[config.mk]
export PLATFORM = sky130hd
export DESIGN_NAME = i2c_master_bit_engine_core
export DESIGN_NICKNAME = d
export VERILOG_FILES = /design/src/hw/rtl/i2cmbe_pkg.sv /design/src/hw/rtl/i2cmbe_front.sv /design/src/hw/rtl/i2cmbe_seq.sv /design/src/hw/rtl/i2c_master_bit_engine_core.sv
export SDC_FILE = /design/constraint.sdc
export NUM_CORES = 1
export LEC_CHECK = 0
export ABC_AREA = 1
export BUFFER_PORTS_ARGS = -buffer_cell sky130_fd_sc_hd__buf_2
export CORE_MARGIN = 2
export CORE_UTILIZATION = 54
export DETAILED_ROUTE_END_ITERATION = 8
export PLACE_DENSITY = 0.78
export SYNTH_ARGS = -nofsm -noshare
export SYNTH_HDL_FRONTEND = slang
export SYNTH_SLANG_ARGS = --single-unit
export TNS_END_PERCENT = 20
[constraint.sdc]
create_clock -name aclk -period 2.9 [get_ports aclk]
set_input_delay 0.58 -clock aclk [delete_from_list [all_inputs] [get_ports aclk]]
set_output_delay 0.58 -clock aclk [all_outputs]
set_load 0.05 [all_outputs]
[src/hw/rtl/i2cmbe_pkg.sv]
`timescale 1ns / 1ps

package i2cmbe_pkg;

    localparam int TDATA_IN_W  = 16;
    localparam int TUSER_IN_W  = 3;
    localparam int TDATA_OUT_W = 16;
    localparam int CFG_IDX_W   = 8;
    localparam int CFG_DATA_W  = 16;

    localparam logic [CFG_IDX_W-1:0] REG_HALF_PERIOD = 8'd0;
    localparam logic [CFG_IDX_W-1:0] REG_ACK_TIMEOUT = 8'd1;

    localparam logic [15:0] HALF_PERIOD_RST = 16'd2;
    localparam logic [7:0]  ACK_TIMEOUT_RST = 8'd250;

    // raw op codes on the input stream
    localparam logic [2:0] OP_TICK  = 3'd0;
    localparam logic [2:0] OP_START = 3'd1;
    localparam logic [2:0] OP_STOP  = 3'd2;
    localparam logic [2:0] OP_WRITE = 3'd3;
    localparam logic [2:0] OP_READ  = 3'd4;
    localparam logic [2:0] OP_WAIT  = 3'd5;

    typedef enum logic [2:0] {
        CMD_NONE,
        CMD_START,
        CMD_STOP,
        CMD_WRITE,
        CMD_READ,
        CMD_WAIT_ACK
    } cmd_t;

    typedef struct packed {
        cmd_t       cmd;
        logic [7:0] tx_byte;
        logic       send_ack;
        logic       sda_in;
    } cmd_item_t;

    typedef struct packed {
        logic       nack;
        logic [7:0] rx_byte;
        logic       done_res;
        logic       busy_res;
        logic       sda_release;
        logic       scl_level;
    } result_t;

    typedef struct packed {
        logic      valid;
        cmd_item_t item;
    } queue_head_t;

endpackage

[src/hw/rtl/i2cmbe_front.sv]
`timescale 1ns / 1ps

module i2cmbe_front (
    input  logic                              aclk,
    input  logic                              aresetn,
    input  logic                              s_tvalid,
    output logic                              s_tready,
    input  logic [i2cmbe_pkg::TDATA_IN_W-1:0] s_tdata,
    input  logic [i2cmbe_pkg::TUSER_IN_W-1:0] s_tuser,
    output i2cmbe_pkg::queue_head_t           q_head,
    input  logic                              q_pop
);
    import i2cmbe_pkg::*;

    logic [1:0] cnt_reg;
    logic [1:0] cnt_next;
    cmd_item_t  head_reg;
    cmd_item_t  tail_reg;
    cmd_item_t  in_item;
    logic       push;

    // classify the op code; unused codes behave as a bare tick
    always_comb begin
        case (s_tuser)
            OP_START: in_item.cmd = CMD_START;
            OP_STOP:  in_item.cmd = CMD_STOP;
            OP_WRITE: in_item.cmd = CMD_WRITE;
            OP_READ:  in_item.cmd = CMD_READ;
            OP_WAIT:  in_item.cmd = CMD_WAIT_ACK;
            default:  in_item.cmd = CMD_NONE;
        endcase
        in_item.tx_byte  = s_tdata[7:0];
        in_item.send_ack = s_tdata[8];
        in_item.sda_in   = s_tdata[9];
    end

    assign s_tready = (cnt_reg != 2'd2);
    assign push     = s_tvalid && s_tready;
    assign cnt_next = cnt_reg + {1'b0, push} - {1'b0, q_pop};

    assign q_head.valid = (cnt_reg != 2'd0);
    assign q_head.item  = head_reg;

    always_ff @(posedge aclk) begin
        if (!aresetn) begin
            cnt_reg <= 2'd0;
        end else begin
            cnt_reg <= cnt_next;
        end
    end

    always_ff @(posedge aclk) begin
        if (q_pop) begin
            if (cnt_reg == 2'd2) begin
                head_reg <= tail_reg;
            end else if (push) begin
                head_reg <= in_item;
            end
        end else if (push) begin
            if (cnt_reg == 2'd0) begin
                head_reg <= in_item;
            end else begin
                tail_reg <= in_item;
            end
        end
    end

endmodule

[src/hw/rtl/i2cmbe_seq.sv]
`timescale 1ns / 1ps

module i2cmbe_seq (
    input  logic                               aclk,
    input  logic                               aresetn,
    input  i2cmbe_pkg::queue_head_t            q_head,
    output logic                               q_pop,
    input  logic [15:0]                        half_period,
    input  logic [7:0]                         ack_timeout,
    output logic                               m_tvalid,
    input  logic                               m_tready,
    output logic [i2cmbe_pkg::TDATA_OUT_W-1:0] m_tdata
);
    import i2cmbe_pkg::*;

    typedef enum logic [3:0] {
        PH_IDLE,
        PH_STA_HI,
        PH_STA_LO,
        PH_STO_LO,
        PH_STO_HI,
        PH_WR_LOW,
        PH_WR_HIGH,
        PH_RD_LOW,
        PH_RD_HIGH,
        PH_AK_LOW,
        PH_AK_HIGH,
        PH_WAIT
    } phase_t;

    phase_t      phase_reg, phase_next;
    logic [15:0] tick_reg, tick_next;
    logic [3:0]  bit_reg, bit_next;
    logic [7:0]  shift_reg, shift_next;
    logic [7:0]  wait_reg, wait_next;
    logic        scl_reg, scl_next;
    logic        sda_reg, sda_next;
    logic        ack_choice_reg, ack_choice_next;
    logic        nack_reg, nack_next;
    logic [7:0]  rx_reg, rx_next;
    logic        done;
    logic        m_valid_reg;
    result_t     res_reg;
    result_t     res_next;

    cmd_item_t   item;
    logic [15:0] hp;
    logic        seg_end;
    logic [3:0]  bit_inc;
    logic [7:0]  shift_wr;
    logic [7:0]  shift_rd;

    assign item     = q_head.item;
    assign q_pop    = q_head.valid && (!m_valid_reg || m_tready);
    assign hp       = (half_period == 16'd0) ? 16'd1 : half_period;
    assign seg_end  = ({1'b0, tick_reg} + 17'd1) >= {1'b0, hp};
    assign bit_inc  = bit_reg + 4'd1;
    assign shift_wr = {shift_reg[6:0], 1'b0};
    assign shift_rd = {shift_reg[6:0], item.sda_in};

    always_comb begin
        phase_next      = phase_reg;
        tick_next       = tick_reg;
        bit_next        = bit_reg;
        shift_next      = shift_reg;
        wait_next       = wait_reg;
        scl_next        = scl_reg;
        sda_next        = sda_reg;
        ack_choice_next = ack_choice_reg;
        nack_next       = nack_reg;
        rx_next         = rx_reg;
        done            = 1'b0;

        if (phase_reg == PH_IDLE) begin
            bit_next = 4'd0;
            case (item.cmd)
                CMD_START: begin
                    phase_next = PH_STA_HI;
                    tick_next  = 16'd0;
                    scl_next   = 1'b1;
                    sda_next   = 1'b1;
                end
                CMD_STOP: begin
                    phase_next = PH_STO_LO;
                    tick_next  = 16'd0;
                    scl_next   = 1'b0;
                    sda_next   = 1'b0;
                end
                CMD_WRITE: begin
                    shift_next = item.tx_byte;
                    phase_next = PH_WR_LOW;
                    tick_next  = 16'd0;
                    scl_next   = 1'b0;
                    sda_next   = item.tx_byte[7];
                end
                CMD_READ: begin
                    shift_next      = 8'd0;
                    ack_choice_next = item.send_ack;
                    phase_next      = PH_RD_LOW;
                    tick_next       = 16'd0;
                    scl_next        = 1'b0;
                    sda_next        = 1'b1;
                end
                CMD_WAIT_ACK: begin
                    wait_next  = 8'd0;
                    nack_next  = 1'b0;
                    phase_next = PH_WAIT;
                    tick_next  = 16'd0;
                    scl_next   = 1'b1;
                    sda_next   = 1'b1;
                end
                default: ;
            endcase
        end else if (phase_reg == PH_WAIT) begin
            if (!item.sda_in) begin
                phase_next = PH_IDLE;
                tick_next  = 16'd0;
                bit_next   = 4'd0;
                scl_next   = 1'b0;
                done       = 1'b1;
            end else if (wait_reg >= ack_timeout) begin
                // timed out: flag it and run a stop
                nack_next  = 1'b1;
                bit_next   = 4'd0;
                phase_next = PH_STO_LO;
                tick_next  = 16'd0;
                scl_next   = 1'b0;
                sda_next   = 1'b0;
            end else begin
                wait_next = wait_reg + 8'd1;
            end
        end else if (seg_end) begin
            case (phase_reg)
                PH_STA_HI: begin
                    if (bit_reg == 4'd0) begin
                        bit_next  = 4'd1;
                        tick_next = 16'd0;
                    end else begin
                        bit_next   = 4'd0;
                        phase_next = PH_STA_LO;
                        tick_next  = 16'd0;
                        scl_next   = 1'b1;
                        sda_next   = 1'b0;
                    end
                end
                PH_STA_LO: begin
                    if (bit_reg == 4'd0) begin
                        bit_next  = 4'd1;
                        tick_next = 16'd0;
                    end else begin
                        phase_next = PH_IDLE;
                        tick_next  = 16'd0;
                        bit_next   = 4'd0;
                        scl_next   = 1'b0;
                        done       = 1'b1;
                    end
                end
                PH_STO_LO: begin
                    if (bit_reg == 4'd0) begin
                        bit_next  = 4'd1;
                        tick_next = 16'd0;
                    end else begin
                        bit_next   = 4'd0;
                        phase_next = PH_STO_HI;
                        tick_next  = 16'd0;
                        scl_next   = 1'b1;
                        sda_next   = 1'b1;
                    end
                end
                PH_STO_HI: begin
                    if (bit_reg == 4'd0) begin
                        bit_next  = 4'd1;
                        tick_next = 16'd0;
                    end else begin
                        // bus left released after the stop
                        phase_next = PH_IDLE;
                        tick_next  = 16'd0;
                        bit_next   = 4'd0;
                        scl_next   = 1'b1;
                        done       = 1'b1;
                    end
                end
                PH_WR_LOW: begin
                    phase_next = PH_WR_HIGH;
                    tick_next  = 16'd0;
                    scl_next   = 1'b1;
                end
                PH_WR_HIGH: begin
                    shift_next = shift_wr;
                    tick_next  = 16'd0;
                    if (bit_inc >= 4'd8) begin
                        phase_next = PH_IDLE;
                        bit_next   = 4'd0;
                        scl_next   = 1'b0;
                        done       = 1'b1;
                    end else begin
                        bit_next   = bit_inc;
                        phase_next = PH_WR_LOW;
                        scl_next   = 1'b0;
                        sda_next   = shift_reg[6];
                    end
                end
                PH_RD_LOW: begin
                    phase_next = PH_RD_HIGH;
                    tick_next  = 16'd0;
                    scl_next   = 1'b1;
                    sda_next   = 1'b1;
                end
                PH_RD_HIGH: begin
                    shift_next = shift_rd;
                    tick_next  = 16'd0;
                    scl_next   = 1'b0;
                    if (bit_inc >= 4'd8) begin
                        bit_next   = 4'd0;
                        rx_next    = shift_rd;
                        phase_next = PH_AK_LOW;
                        sda_next   = ~ack_choice_reg;
                    end else begin
                        bit_next   = bit_inc;
                        phase_next = PH_RD_LOW;
                        sda_next   = 1'b1;
                    end
                end
                PH_AK_LOW: begin
                    phase_next = PH_AK_HIGH;
                    tick_next  = 16'd0;
                    scl_next   = 1'b1;
                end
                PH_AK_HIGH: begin
                    phase_next = PH_IDLE;
                    tick_next  = 16'd0;
                    bit_next   = 4'd0;
                    scl_next   = 1'b0;
                    done       = 1'b1;
                end
                default: begin
                    phase_next = PH_IDLE;
                    tick_next  = 16'd0;
                    bit_next   = 4'd0;
                end
            endcase
        end else begin
            tick_next = tick_reg + 16'd1;
        end

        res_next.scl_level   = scl_next;
        res_next.sda_release = sda_next;
        res_next.busy_res    = (phase_next != PH_IDLE);
        res_next.done_res    = done;
        res_next.rx_byte     = rx_next;
        res_next.nack        = nack_next;
    end

    always_ff @(posedge aclk) begin
        if (!aresetn) begin
            phase_reg      <= PH_IDLE;
            tick_reg       <= 16'd0;
            bit_reg        <= 4'd0;
            shift_reg      <= 8'd0;
            wait_reg       <= 8'd0;
            scl_reg        <= 1'b1;
            sda_reg        <= 1'b1;
            ack_choice_reg <= 1'b0;
            nack_reg       <= 1'b0;
            rx_reg         <= 8'd0;
            m_valid_reg    <= 1'b0;
        end else begin
            if (q_pop) begin
                phase_reg      <= phase_next;
                tick_reg       <= tick_next;
                bit_reg        <= bit_next;
                shift_reg      <= shift_next;
                wait_reg       <= wait_next;
                scl_reg        <= scl_next;
                sda_reg        <= sda_next;
                ack_choice_reg <= ack_choice_next;
                nack_reg       <= nack_next;
                rx_reg         <= rx_next;
                res_reg        <= res_next;
                m_valid_reg    <= 1'b1;
            end else if (m_tready) begin
                m_valid_reg <= 1'b0;
            end
        end
    end

    assign m_tvalid = m_valid_reg;
    assign m_tdata  = {{(TDATA_OUT_W - $bits(result_t)){1'b0}}, res_reg};

endmodule

[src/hw/rtl/i2c_master_bit_engine_core.sv]
`timescale 1ns / 1ps
// Channel  | Direction | Handshake            | Payload
// s_       | in        | s_tvalid / s_tready  | s_tdata, s_tuser (one bus tick)
// m_       | out       | m_tvalid / m_tready  | m_tdata (line levels and status)
// cfg_     | in        | cfg_valid / cfg_ready| cfg_index, cfg_data
//
// One word in and one word out per clock unless a side stalls; the sequencer's next
// state is combinational, so the tick rate is set by nothing but the handshakes.
// A word lands in the two-entry queue, then the sequencer turns it into the
// output register.
// Either side may stall; the queue absorbs two words before s_tready drops.
// Reset (aresetn, synchronous) leaves the bus released and the engine idle.

module i2c_master_bit_engine_core (
    input  logic                               aclk,
    input  logic                               aresetn,
    input  logic                               s_tvalid,
    output logic                               s_tready,
    // tx_byte[7:0], send_ack[8], sda_in[9], zero fill
    input  logic [i2cmbe_pkg::TDATA_IN_W-1:0]  s_tdata,
    // op[2:0]
    input  logic [i2cmbe_pkg::TUSER_IN_W-1:0]  s_tuser,
    output logic                               m_tvalid,
    input  logic                               m_tready,
    // scl_level[0], sda_release[1], busy_res[2], done_res[3], rx_byte[11:4],
    // nack[12], zero fill
    output logic [i2cmbe_pkg::TDATA_OUT_W-1:0] m_tdata,
    input  logic                               cfg_valid,
    output logic                               cfg_ready,
    input  logic [i2cmbe_pkg::CFG_IDX_W-1:0]   cfg_index,
    input  logic [i2cmbe_pkg::CFG_DATA_W-1:0]  cfg_data
);
    import i2cmbe_pkg::*;

    logic [15:0] half_period_reg;
    logic [7:0]  ack_timeout_reg;
    queue_head_t q_head;
    logic        q_pop;

    assign cfg_ready = 1'b1;

    always_ff @(posedge aclk) begin
        if (!aresetn) begin
            half_period_reg <= HALF_PERIOD_RST;
            ack_timeout_reg <= ACK_TIMEOUT_RST;
        end else if (cfg_valid && cfg_ready) begin
            // drop writes to unknown indexes
            if (cfg_index == REG_HALF_PERIOD) begin
                half_period_reg <= cfg_data;
            end else if (cfg_index == REG_ACK_TIMEOUT) begin
                ack_timeout_reg <= cfg_data[7:0];
            end
        end
    end

    i2cmbe_front u_front (
        .aclk     (aclk),
        .aresetn  (aresetn),
        .s_tvalid (s_tvalid),
        .s_tready (s_tready),
        .s_tdata  (s_tdata),
        .s_tuser  (s_tuser),
        .q_head   (q_head),
        .q_pop    (q_pop)
    );

    i2cmbe_seq u_seq (
        .aclk        (aclk),
        .aresetn     (aresetn),
        .q_head      (q_head),
        .q_pop       (q_pop),
        .half_period (half_period_reg),
        .ack_timeout (ack_timeout_reg),
        .m_tvalid    (m_tvalid),
        .m_tready    (m_tready),
        .m_tdata     (m_tdata)
    );

endmodule

==> results.txt, run 1 <==
----------------------------------------------------
[Cells and area]
  P&R area growth vs syn ... 26.9%
  Post-layout util ... approximately 70%
  Fraction of final layout cells with drive strength greater than 1 ... around a third
  Number of fill cells in the layout ... roughly 900
  Fin cells ... about 1,100
  Finished Cell Area ... around 8400 um2
  Commonest non-fill, non-tap cell in the layout ... sky130_fd_sc_hd__inv_1
  Most frequent cells in the layout ... 107 x sky130_fd_sc_hd__inv_1, 96 x sky130_fd_sc_hd__nand2_1, 74 x sky130_fd_sc_hd__dfxtp_1
  Register Area ... 2740 um2
  Number of antenna cells inserted ... 0
  Area taken by multi-input logic gates ... ~3700 um2
  Layout Nets ... slightly below 1,000

[CTS]
  Clock sink count ... ~120
  Maximum level of the CTS H-tree ... 4
  CTS Buf Count ... 17
  Largest buffer count on any clock path ... 2
  Clock tree from TritonCTS ... yes
  Clk pin slew, worst setup/hold paths ... 0.06 ns
  # hold bufs at CTS ... 0
  Library cell used as clock root buffer ... sky130_fd_sc_hd__clkbuf_16
  Clock latency on the worst-skew pair ... 0.43 ns

[Worst setup path]
  Worst-case register-to-register setup slack ... -0.34 ns
  Endpoint kind of the worst setup timing path ... flip-flop
  Critical setup path kind ... flip-flop to flip-flop
  Worst Setup Start Kind ... flip-flop
  Reg-to-Reg End ... u_seq.m_tdata[2]
  Maximum fanout along the worst path ... 6
  Worst Reg2Reg Path Length in Cells ... 19
  Required time at the endpoint of the critical path ... 3.07 ns
  First element of the critical path ... u_seq.tick_reg[1]
  Worst EP arrival ... about 3.4 ns
  Launch point of the worst reg-to-reg path ... u_seq.tick_reg[1]

[Min path]
  Worst Min Path Start ... s_tdata[6]
  Cells on Worst Hold Path ... 1
  Endpoint of the worst hold path ... u_front.tail_reg[8]
  Worst Hold Class ... input pin to flip-flop

[STA]
  Unrepaired setup endpoints after global routing ... yes
  Post-route clock skew ... roughly 0.0064 ns
  Slew at the pin closest to its max-slew limit ... between 1 and 1.5 ns
  Period utilisation layout ... 112%
  Fin. max-slew vios ... 0
  Achievable frequency ... 309 MHz
  Minimum period implied by the final worst setup slack ... roughly 3.2 ns
  Final setup violation count ... between 50 and 60
  Normalized max-slew margin ... between 20 and 30%
  Final hold violation count ... 0
  Worst-case setup margin in the final layout ... -0.337 ns

[Synthesis]
  Total of flip-flops plus latches after synthesis ... roughly 120
  Post-synth top area cell ... sky130_fd_sc_hd__dfxtp_1
  Area share of the largest cell type after synthesis ... between 20% and 30%
  Per-instance average area after synthesis ... 8.25 um2
  Adder-Cell Fraction of Synth Area ... 6.08%
  Dominant register cell in the synthesized netlist ... sky130_fd_sc_hd__dfxtp_1
  Number of flops mapped to enable cells by yosys ... 39
  Post-synthesis compound-gate area fraction ... 15.1%
  Post-synthesis instance area ... approximately 6600 um2
  Number of distinct standard cells referenced by the synthesized netlist ... 55
  Post-synthesis instance total ... approximately 800
  Area contributors post-synth ... sky130_fd_sc_hd__dfxtp_1 24%, sky130_fd_sc_hd__edfxtp_1 18%, sky130_fd_sc_hd__nand2_1 6.7%, sky130_fd_sc_hd__inv_1 6.3%, sky130_fd_sc_hd__ha_1 6.1%
  Fraction of registers with async set or reset after synthesis ... 0%
  Multiplexer area fraction after synthesis ... ~2.2%
  Largest family of logic cells by synthesized area ... simple AND/OR/NAND/NOR gates
  Sequential share of the synthesized area ... 41.5%
  Synthesis Warnings ... 0
  Fraction of synthesized cell area in xor and xnor cells ... under 10%
  Area fraction in and, or, nand and nor cells after synthesis ... a little under a quarter

[GRT]
  Total global-route track usage ... 24.1%
  Pin count of the biggest net entering global routing ... 34
  Overflow left after global routing ... 0
  First-pass GRT wire length ... about 25 mm
  Vias in the first global route ... between 5,000 and 6,000
  Number of antenna violations at the first check in global routing ... 0

[Placement]
  Placed cell count ... ~1,000
  Final GP Congestion ... 0.904
  Post-DP Area ... 7270 um2
  Number of I/O port buffers ... 56
  Total half-perimeter wirelength after legalization and detailed placement ... ~10 mm

[Floorplan]
  Total die area ... 13,100 um2
  Starting Density ... roughly 55%
  Cell Rows ... 40
  Placeable core region ... about 12,000 um2
  Num ports ... between 60 and 70
  Die Y ... ~110 um
  Chip width ... roughly 110 um

[Pwr]
  Leak pwr ... about 3.7 nW
  Cell Pwr Density ... about 910 nW/um2
  Worst IR Drop VDD ... just under 0.6 mV

[Routing]
  DRC Markers ... 0
  Total detailed-routing wirelength ... around 16 mm
  Vias per cell ... around 5.4
  Routed wirelength normalized by instance count ... about 15 um
  Detailed Routing Iterations Pass 1 ... 6
  Via count ... about 5,800
  Iteration-0 DRC Markers ... 355
  Number of antenna-violating nets in the routed design ... 0

[Run]
  Reported max-cap violation count ... 0

[Status]
  Violated checks ... setup timing
  Outcome ... finished, violations left

----------------------------------------------------
-- cell type report --
type | instances | share of cell area [%]
timing repair buffer | 114 | 8.85
clock inverter | 14 | 1.47
clock buffer | 18 | 5.14
tap | 147 | 2.20
inverter | 120 | 5.57
sequential | 117 | 32.8
multi-input combinational | 537 | 44.0
-- repair_timing --
| action | 4_1_cts | 5_1_grt |
|---|---|---|
| setup endpoints to repair | 53 | 53 |
| pin swaps | 31 | 26 |
| resized for setup | 34 | 56 |
| cloned | 1 | 1 |
| setup buffers | 8 | 4 |
-- cell usage after synthesis (9+ instances only) --
master                     instances
sky130_fd_sc_hd__nand3_1          44
sky130_fd_sc_hd__a21oi_2          10
sky130_fd_sc_hd__dfxtp_1          78
sky130_fd_sc_hd__o21ai_0          45
sky130_fd_sc_hd__nor3_1            9
sky130_fd_sc_hd__ha_1             32
sky130_fd_sc_hd__mux2_2           13
sky130_fd_sc_hd__nand3_2          10
sky130_fd_sc_hd__xor2_1           12
sky130_fd_sc_hd__nand4_1          15
sky130_fd_sc_hd__o211ai_1          9
sky130_fd_sc_hd__nor2_1           71
sky130_fd_sc_hd__clkbuf_1         11
sky130_fd_sc_hd__inv_1           110
sky130_fd_sc_hd__edfxtp_1         39
sky130_fd_sc_hd__nand2_1         117
sky130_fd_sc_hd__a21oi_1          64
-- critical path, cell delays in order (launching register included) --
cell and delay, ns:
sky130_fd_sc_hd__dfxtp_4 0.37, sky130_fd_sc_hd__ha_4 0.15, sky130_fd_sc_hd__nand3_4 0.09, sky130_fd_sc_hd__nor3b_4 0.24, sky130_fd_sc_hd__nand2_2 0.10, sky130_fd_sc_hd__nor2_4 0.18
sky130_fd_sc_hd__xor2_2 0.20, sky130_fd_sc_hd__ha_1 0.28, sky130_fd_sc_hd__nand2_1 0.07, sky130_fd_sc_hd__inv_1 0.05, sky130_fd_sc_hd__o21bai_1 0.17, sky130_fd_sc_hd__nand2_1 0.08
sky130_fd_sc_hd__nand4_1 0.12, sky130_fd_sc_hd__nand2_2 0.08, sky130_fd_sc_hd__nor2_4 0.14, sky130_fd_sc_hd__nand3_4 0.18, sky130_fd_sc_hd__nand2_2 0.11, sky130_fd_sc_hd__o211ai_1 0.13
sky130_fd_sc_hd__nor2_1 0.17, sky130_fd_sc_hd__nand2_1 0.07
-- cell families after synthesis --
family,count (synthesis)
AO/OA/AOI/OAI,165
other,2
flip-flops,117
XOR/XNOR,20
AND/OR/NAND/NOR,301
buffers and inverters,148
multiplexers,13
adder cells (fa/ha/maj),32
-- worst max path at each step --
stage                             endpoint  cells after the start
final                     u_seq.m_tdata[2]                     19
after global routing      u_seq.m_tdata[2]                     18
after detailed placement  u_seq.m_tdata[2]                     20
after floorplan           u_seq.m_tdata[2]                     20
after CTS                 u_seq.m_tdata[2]                     18
after global placement    u_seq.m_tdata[2]                     20
-- per-stage QoR --
step | power [W] | worst slack [ns] | hold slack (ns) | setup TNS, ns
final | 0.00759 | -0.337 | 0.343 | -11.81
after global routing | 0.00807 | -0.514 | 0.332 | -20.49
after CTS | 0.00728 | -0.188 | 0.332 | -5.04
after detailed placement | 0.00521 | -0.273 | 0.455 | -8.44
after global placement | 0.00516 | -0.216 | 0.448 | -6.12
after floorplan | 0.00461 | -0.0409 | 0.428 | -0.0409
-- power by group --
group          switching, W  total, W  internal (W)
sequential         0.000205   0.00225       0.00205
combinational       0.00227   0.00340       0.00112
clock              0.000833   0.00195       0.00111
-- metal layers --
layer | GRT usage (%) | vias up | part of all wire (%)
met2 | 38.9 | 142 | 48
met4 | 9.92 | 0 | 2.4
met3 | 5.45 | 32 | 5.0
met1 | 31.4 | 2699 | 44
li1 | - | 2893 | -
met5 | 0 | - | 0
Power figures use the tool's default switching activity.
==> inputs of run 2 (changes only) <==
Settings changed: SKIP_LAST_GASP from default to 1.
==> results.txt, run 2 (same netlist as run 1, synthesis figures left out) <==
----------------------------------------------------
[GRT]
  Global-route met3 utilization ... 5.66% (+0.21 points)
  Number of antenna violations at the first check in global routing ... 0 (unchanged)
  Busiest metal layer after global routing ... met2
  Routing usage on met2 ... 38.8% (-0.039 points)
  Pin count of the biggest net entering global routing ... 34 (unchanged)
  Vias in the first global route ... 5,456 (+0.48%)
  First-pass GRT wire length ... 25.0 mm (about the same)
  Overflow left after global routing ... 0 (unchanged)
  Total global-route track usage ... 24.2% (about the same)
  Global-route track usage on met1 ... 31.2% (-0.20 points)

[Routing]
  Iteration-0 DRC Markers ... 330 (-7.0%)
  Via count ... 5,733 (-0.57%)
  Detailed Routing Iterations Pass 1 ... 5 (-1)
  Vias per cell ... 5.38 (-0.48%)
  Routed wirelength normalized by instance count ... 14.5 um (-2.1%)
  Total detailed-routing wirelength ... 15.4 mm (-2.2%)
  Number of antenna-violating nets in the routed design ... 0 (unchanged)
  DRC Markers ... 0 (unchanged)

[Pwr]
  Cell Pwr Density ... 900 nW/um2 (-0.97%)
  Leak pwr ... 3.68 nW (-0.80%)
  Total chip power ... 0.00740 W (-2.5%)
  Worst IR Drop VDD ... 0.576 mV (-0.84%)

[Min path]
  Worst Min Path Start ... s_tdata[6]
  Endpoint of the worst hold path ... u_front.tail_reg[8]
  Cells on Worst Hold Path ... 1 (unchanged)
  Worst Hold Class ... input pin to flip-flop

[STA]
  Final setup violation count ... 53 (unchanged)
  Worst-case setup margin in the final layout ... -0.225 ns (+0.113 ns)
  Period utilisation layout ... 108% (-3.9 points)
  Post-route worst hold slack ... 0.341 ns (-0.00197 ns)
  Post-route clock skew ... 0.00963 ns (+0.00320 ns)
  Normalized max-slew margin ... 28.4% (+0.26 points)
  Achievable frequency ... 320 MHz (+3.6%)
  Final hold violation count ... 0 (unchanged)
  Fin. max-slew vios ... 0 (unchanged)
  Minimum period implied by the final worst setup slack ... 3.12 ns (-0.113 ns)
  Unrepaired setup endpoints after global routing ... yes
  Slew at the pin closest to its max-slew limit ... 1.07 ns (-0.00394 ns)

[Floorplan]
  Die Y ... 114 um (unchanged)
  Starting Density ... 55.0% (unchanged)
  Chip width ... 114 um (unchanged)
  Placeable core region ... 12,000 um2 (unchanged)
  Num ports ... 67 (unchanged)
  Total die area ... 13,100 um2 (unchanged)
  Cell Rows ... 40 (unchanged)

[Worst setup path]
  Worst Reg2Reg Path Length in Cells ... 18 (-1)
  Endpoint kind of the worst setup timing path ... flip-flop
  Reg-to-Reg End ... u_seq.m_tdata[2]
  Worst-case register-to-register setup slack ... -0.22 ns (+0.11 ns)
  Worst Setup Start Kind ... flip-flop
  Launch point of the worst reg-to-reg path ... u_seq.tick_reg[1]
  Required time at the endpoint of the critical path ... 3.07 ns (about the same)
  Critical setup path kind ... flip-flop to flip-flop
  Worst EP arrival ... 3.30 ns (-0.11 ns)
  Maximum fanout along the worst path ... 4 (-2)

[Status]
  Violated checks ... setup timing
  Outcome ... finished, violations left

[Cells and area]
  P&R area growth vs syn ... 25.0%
  Number of fill cells in the layout ... 951 (+5.5%)
  Most frequent cells in the layout ... 108 x sky130_fd_sc_hd__inv_1, 103 x sky130_fd_sc_hd__nand2_1, 74 x sky130_fd_sc_hd__dfxtp_1
  Layout Nets ... 986 (-0.10%)
  Finished Cell Area ... 8230 um2 (-1.6%)
  Fraction of final layout cells with drive strength greater than 1 ... 30.3% (-1.8 points)
  Number of antenna cells inserted ... 0 (unchanged)
  Commonest non-fill, non-tap cell in the layout ... sky130_fd_sc_hd__inv_1

[Run]
  Reported max-cap violation count ... 0 (unchanged)

[Placement]
  Total half-perimeter wirelength after legalization and detailed placement ... 10.3 mm (unchanged)
  Post-DP Area ... 7270 um2 (unchanged)
  Final GP Congestion ... 0.904 (unchanged)
  Number of I/O port buffers ... 56 (unchanged)

[CTS]
  # hold bufs at CTS ... 0 (unchanged)
  Clock latency on the worst-skew pair ... 0.43 ns (about the same)
  CTS Buf Count ... 17 (unchanged)
  Clock sink count ... 117 (unchanged)
  Clock tree from TritonCTS ... yes
  Largest buffer count on any clock path ... 2 (unchanged)
  Clk pin slew, worst setup/hold paths ... 0.06 ns (about the same)
  Maximum level of the CTS H-tree ... 4 (unchanged)
  Library cell used as clock root buffer ... sky130_fd_sc_hd__clkbuf_16

----------------------------------------------------
[run 2: per-layer routing]
layer	vias to the layer above	wire length [um]
met3	38	767
met4	0	387
met1	2647	7000
met2	161	7250
met5	-	0
li1	2887	-
[run 2: final cells by class]
cell class	count	area, um2	share of cell area (%)
flip-flops and latches	117	2740	33.3
multi-input cells	537	3550	43.2
repair buffers	113	732	8.90
clock buffers	18	429	5.22
inverters	120	465	5.66
well taps	147	184	2.24
clock inverters	14	123	1.49
[run 2: worst max path at each step]
stage               slack [ns]              start  depth (start not counted)                to
floorplan                -0.04  u_seq.tick_reg[0]                         20  u_seq.m_tdata[2]
global placement         -0.22  u_seq.tick_reg[0]                         20  u_seq.m_tdata[2]
detailed placement       -0.27  u_seq.tick_reg[1]                         20  u_seq.m_tdata[2]
CTS                      -0.19  u_seq.tick_reg[1]                         19  u_seq.m_tdata[2]
global route             -0.42  u_seq.tick_reg[1]                         19  u_seq.m_tdata[2]
finish                   -0.22  u_seq.tick_reg[1]                         18  u_seq.m_tdata[2]
[run 2: critical path, cell delays in order (launching register included)]
cell and delay, ns:
sky130_fd_sc_hd__dfxtp_4 0.37, sky130_fd_sc_hd__ha_4 0.15, sky130_fd_sc_hd__nand3_4 0.09, sky130_fd_sc_hd__nor3b_4 0.24, sky130_fd_sc_hd__nand2_2 0.10, sky130_fd_sc_hd__nor2_4 0.19
sky130_fd_sc_hd__xor2_2 0.11, sky130_fd_sc_hd__ha_1 0.30, sky130_fd_sc_hd__buf_4 0.11, sky130_fd_sc_hd__nand2_1 0.05, sky130_fd_sc_hd__nor2_1 0.16, sky130_fd_sc_hd__nand4_1 0.14
sky130_fd_sc_hd__nor2_2 0.16, sky130_fd_sc_hd__nor2_4 0.07, sky130_fd_sc_hd__buf_4 0.13, sky130_fd_sc_hd__nand3_2 0.11, sky130_fd_sc_hd__o211ai_1 0.13, sky130_fd_sc_hd__nor2_1 0.17
sky130_fd_sc_hd__nand2_1 0.07
[run 2: repair_timing]
item,CTS,global route
endpoints found under the setup margin,53,53
pin swaps,25,16
cloned,1,1
endpoints found under the hold margin,0,0
gates resized for setup,32,31
buffers inserted,8,3
[run 2: stage by stage]
stage | utilization, % | setup TNS [ns] | instances | setup WS [ns]
after floorplan | - | -0.0409 | 800 | -0.0409
after global placement | 60.8 | -6.12 | 1021 | -0.216
after detailed placement | 60.8 | -8.44 | 1021 | -0.273
after CTS | 67.0 | -5.41 | 1062 | -0.188
after global routing | 68.8 | -15.98 | 1066 | -0.423
final | 68.8 | -6.79 | 1066 | -0.225
[run 2: where the power goes]
group          internal [W]  switching, W  total, W
clock network       0.00111      0.000840   0.00195
logic               0.00105       0.00215   0.00320
registers           0.00205      0.000199   0.00225
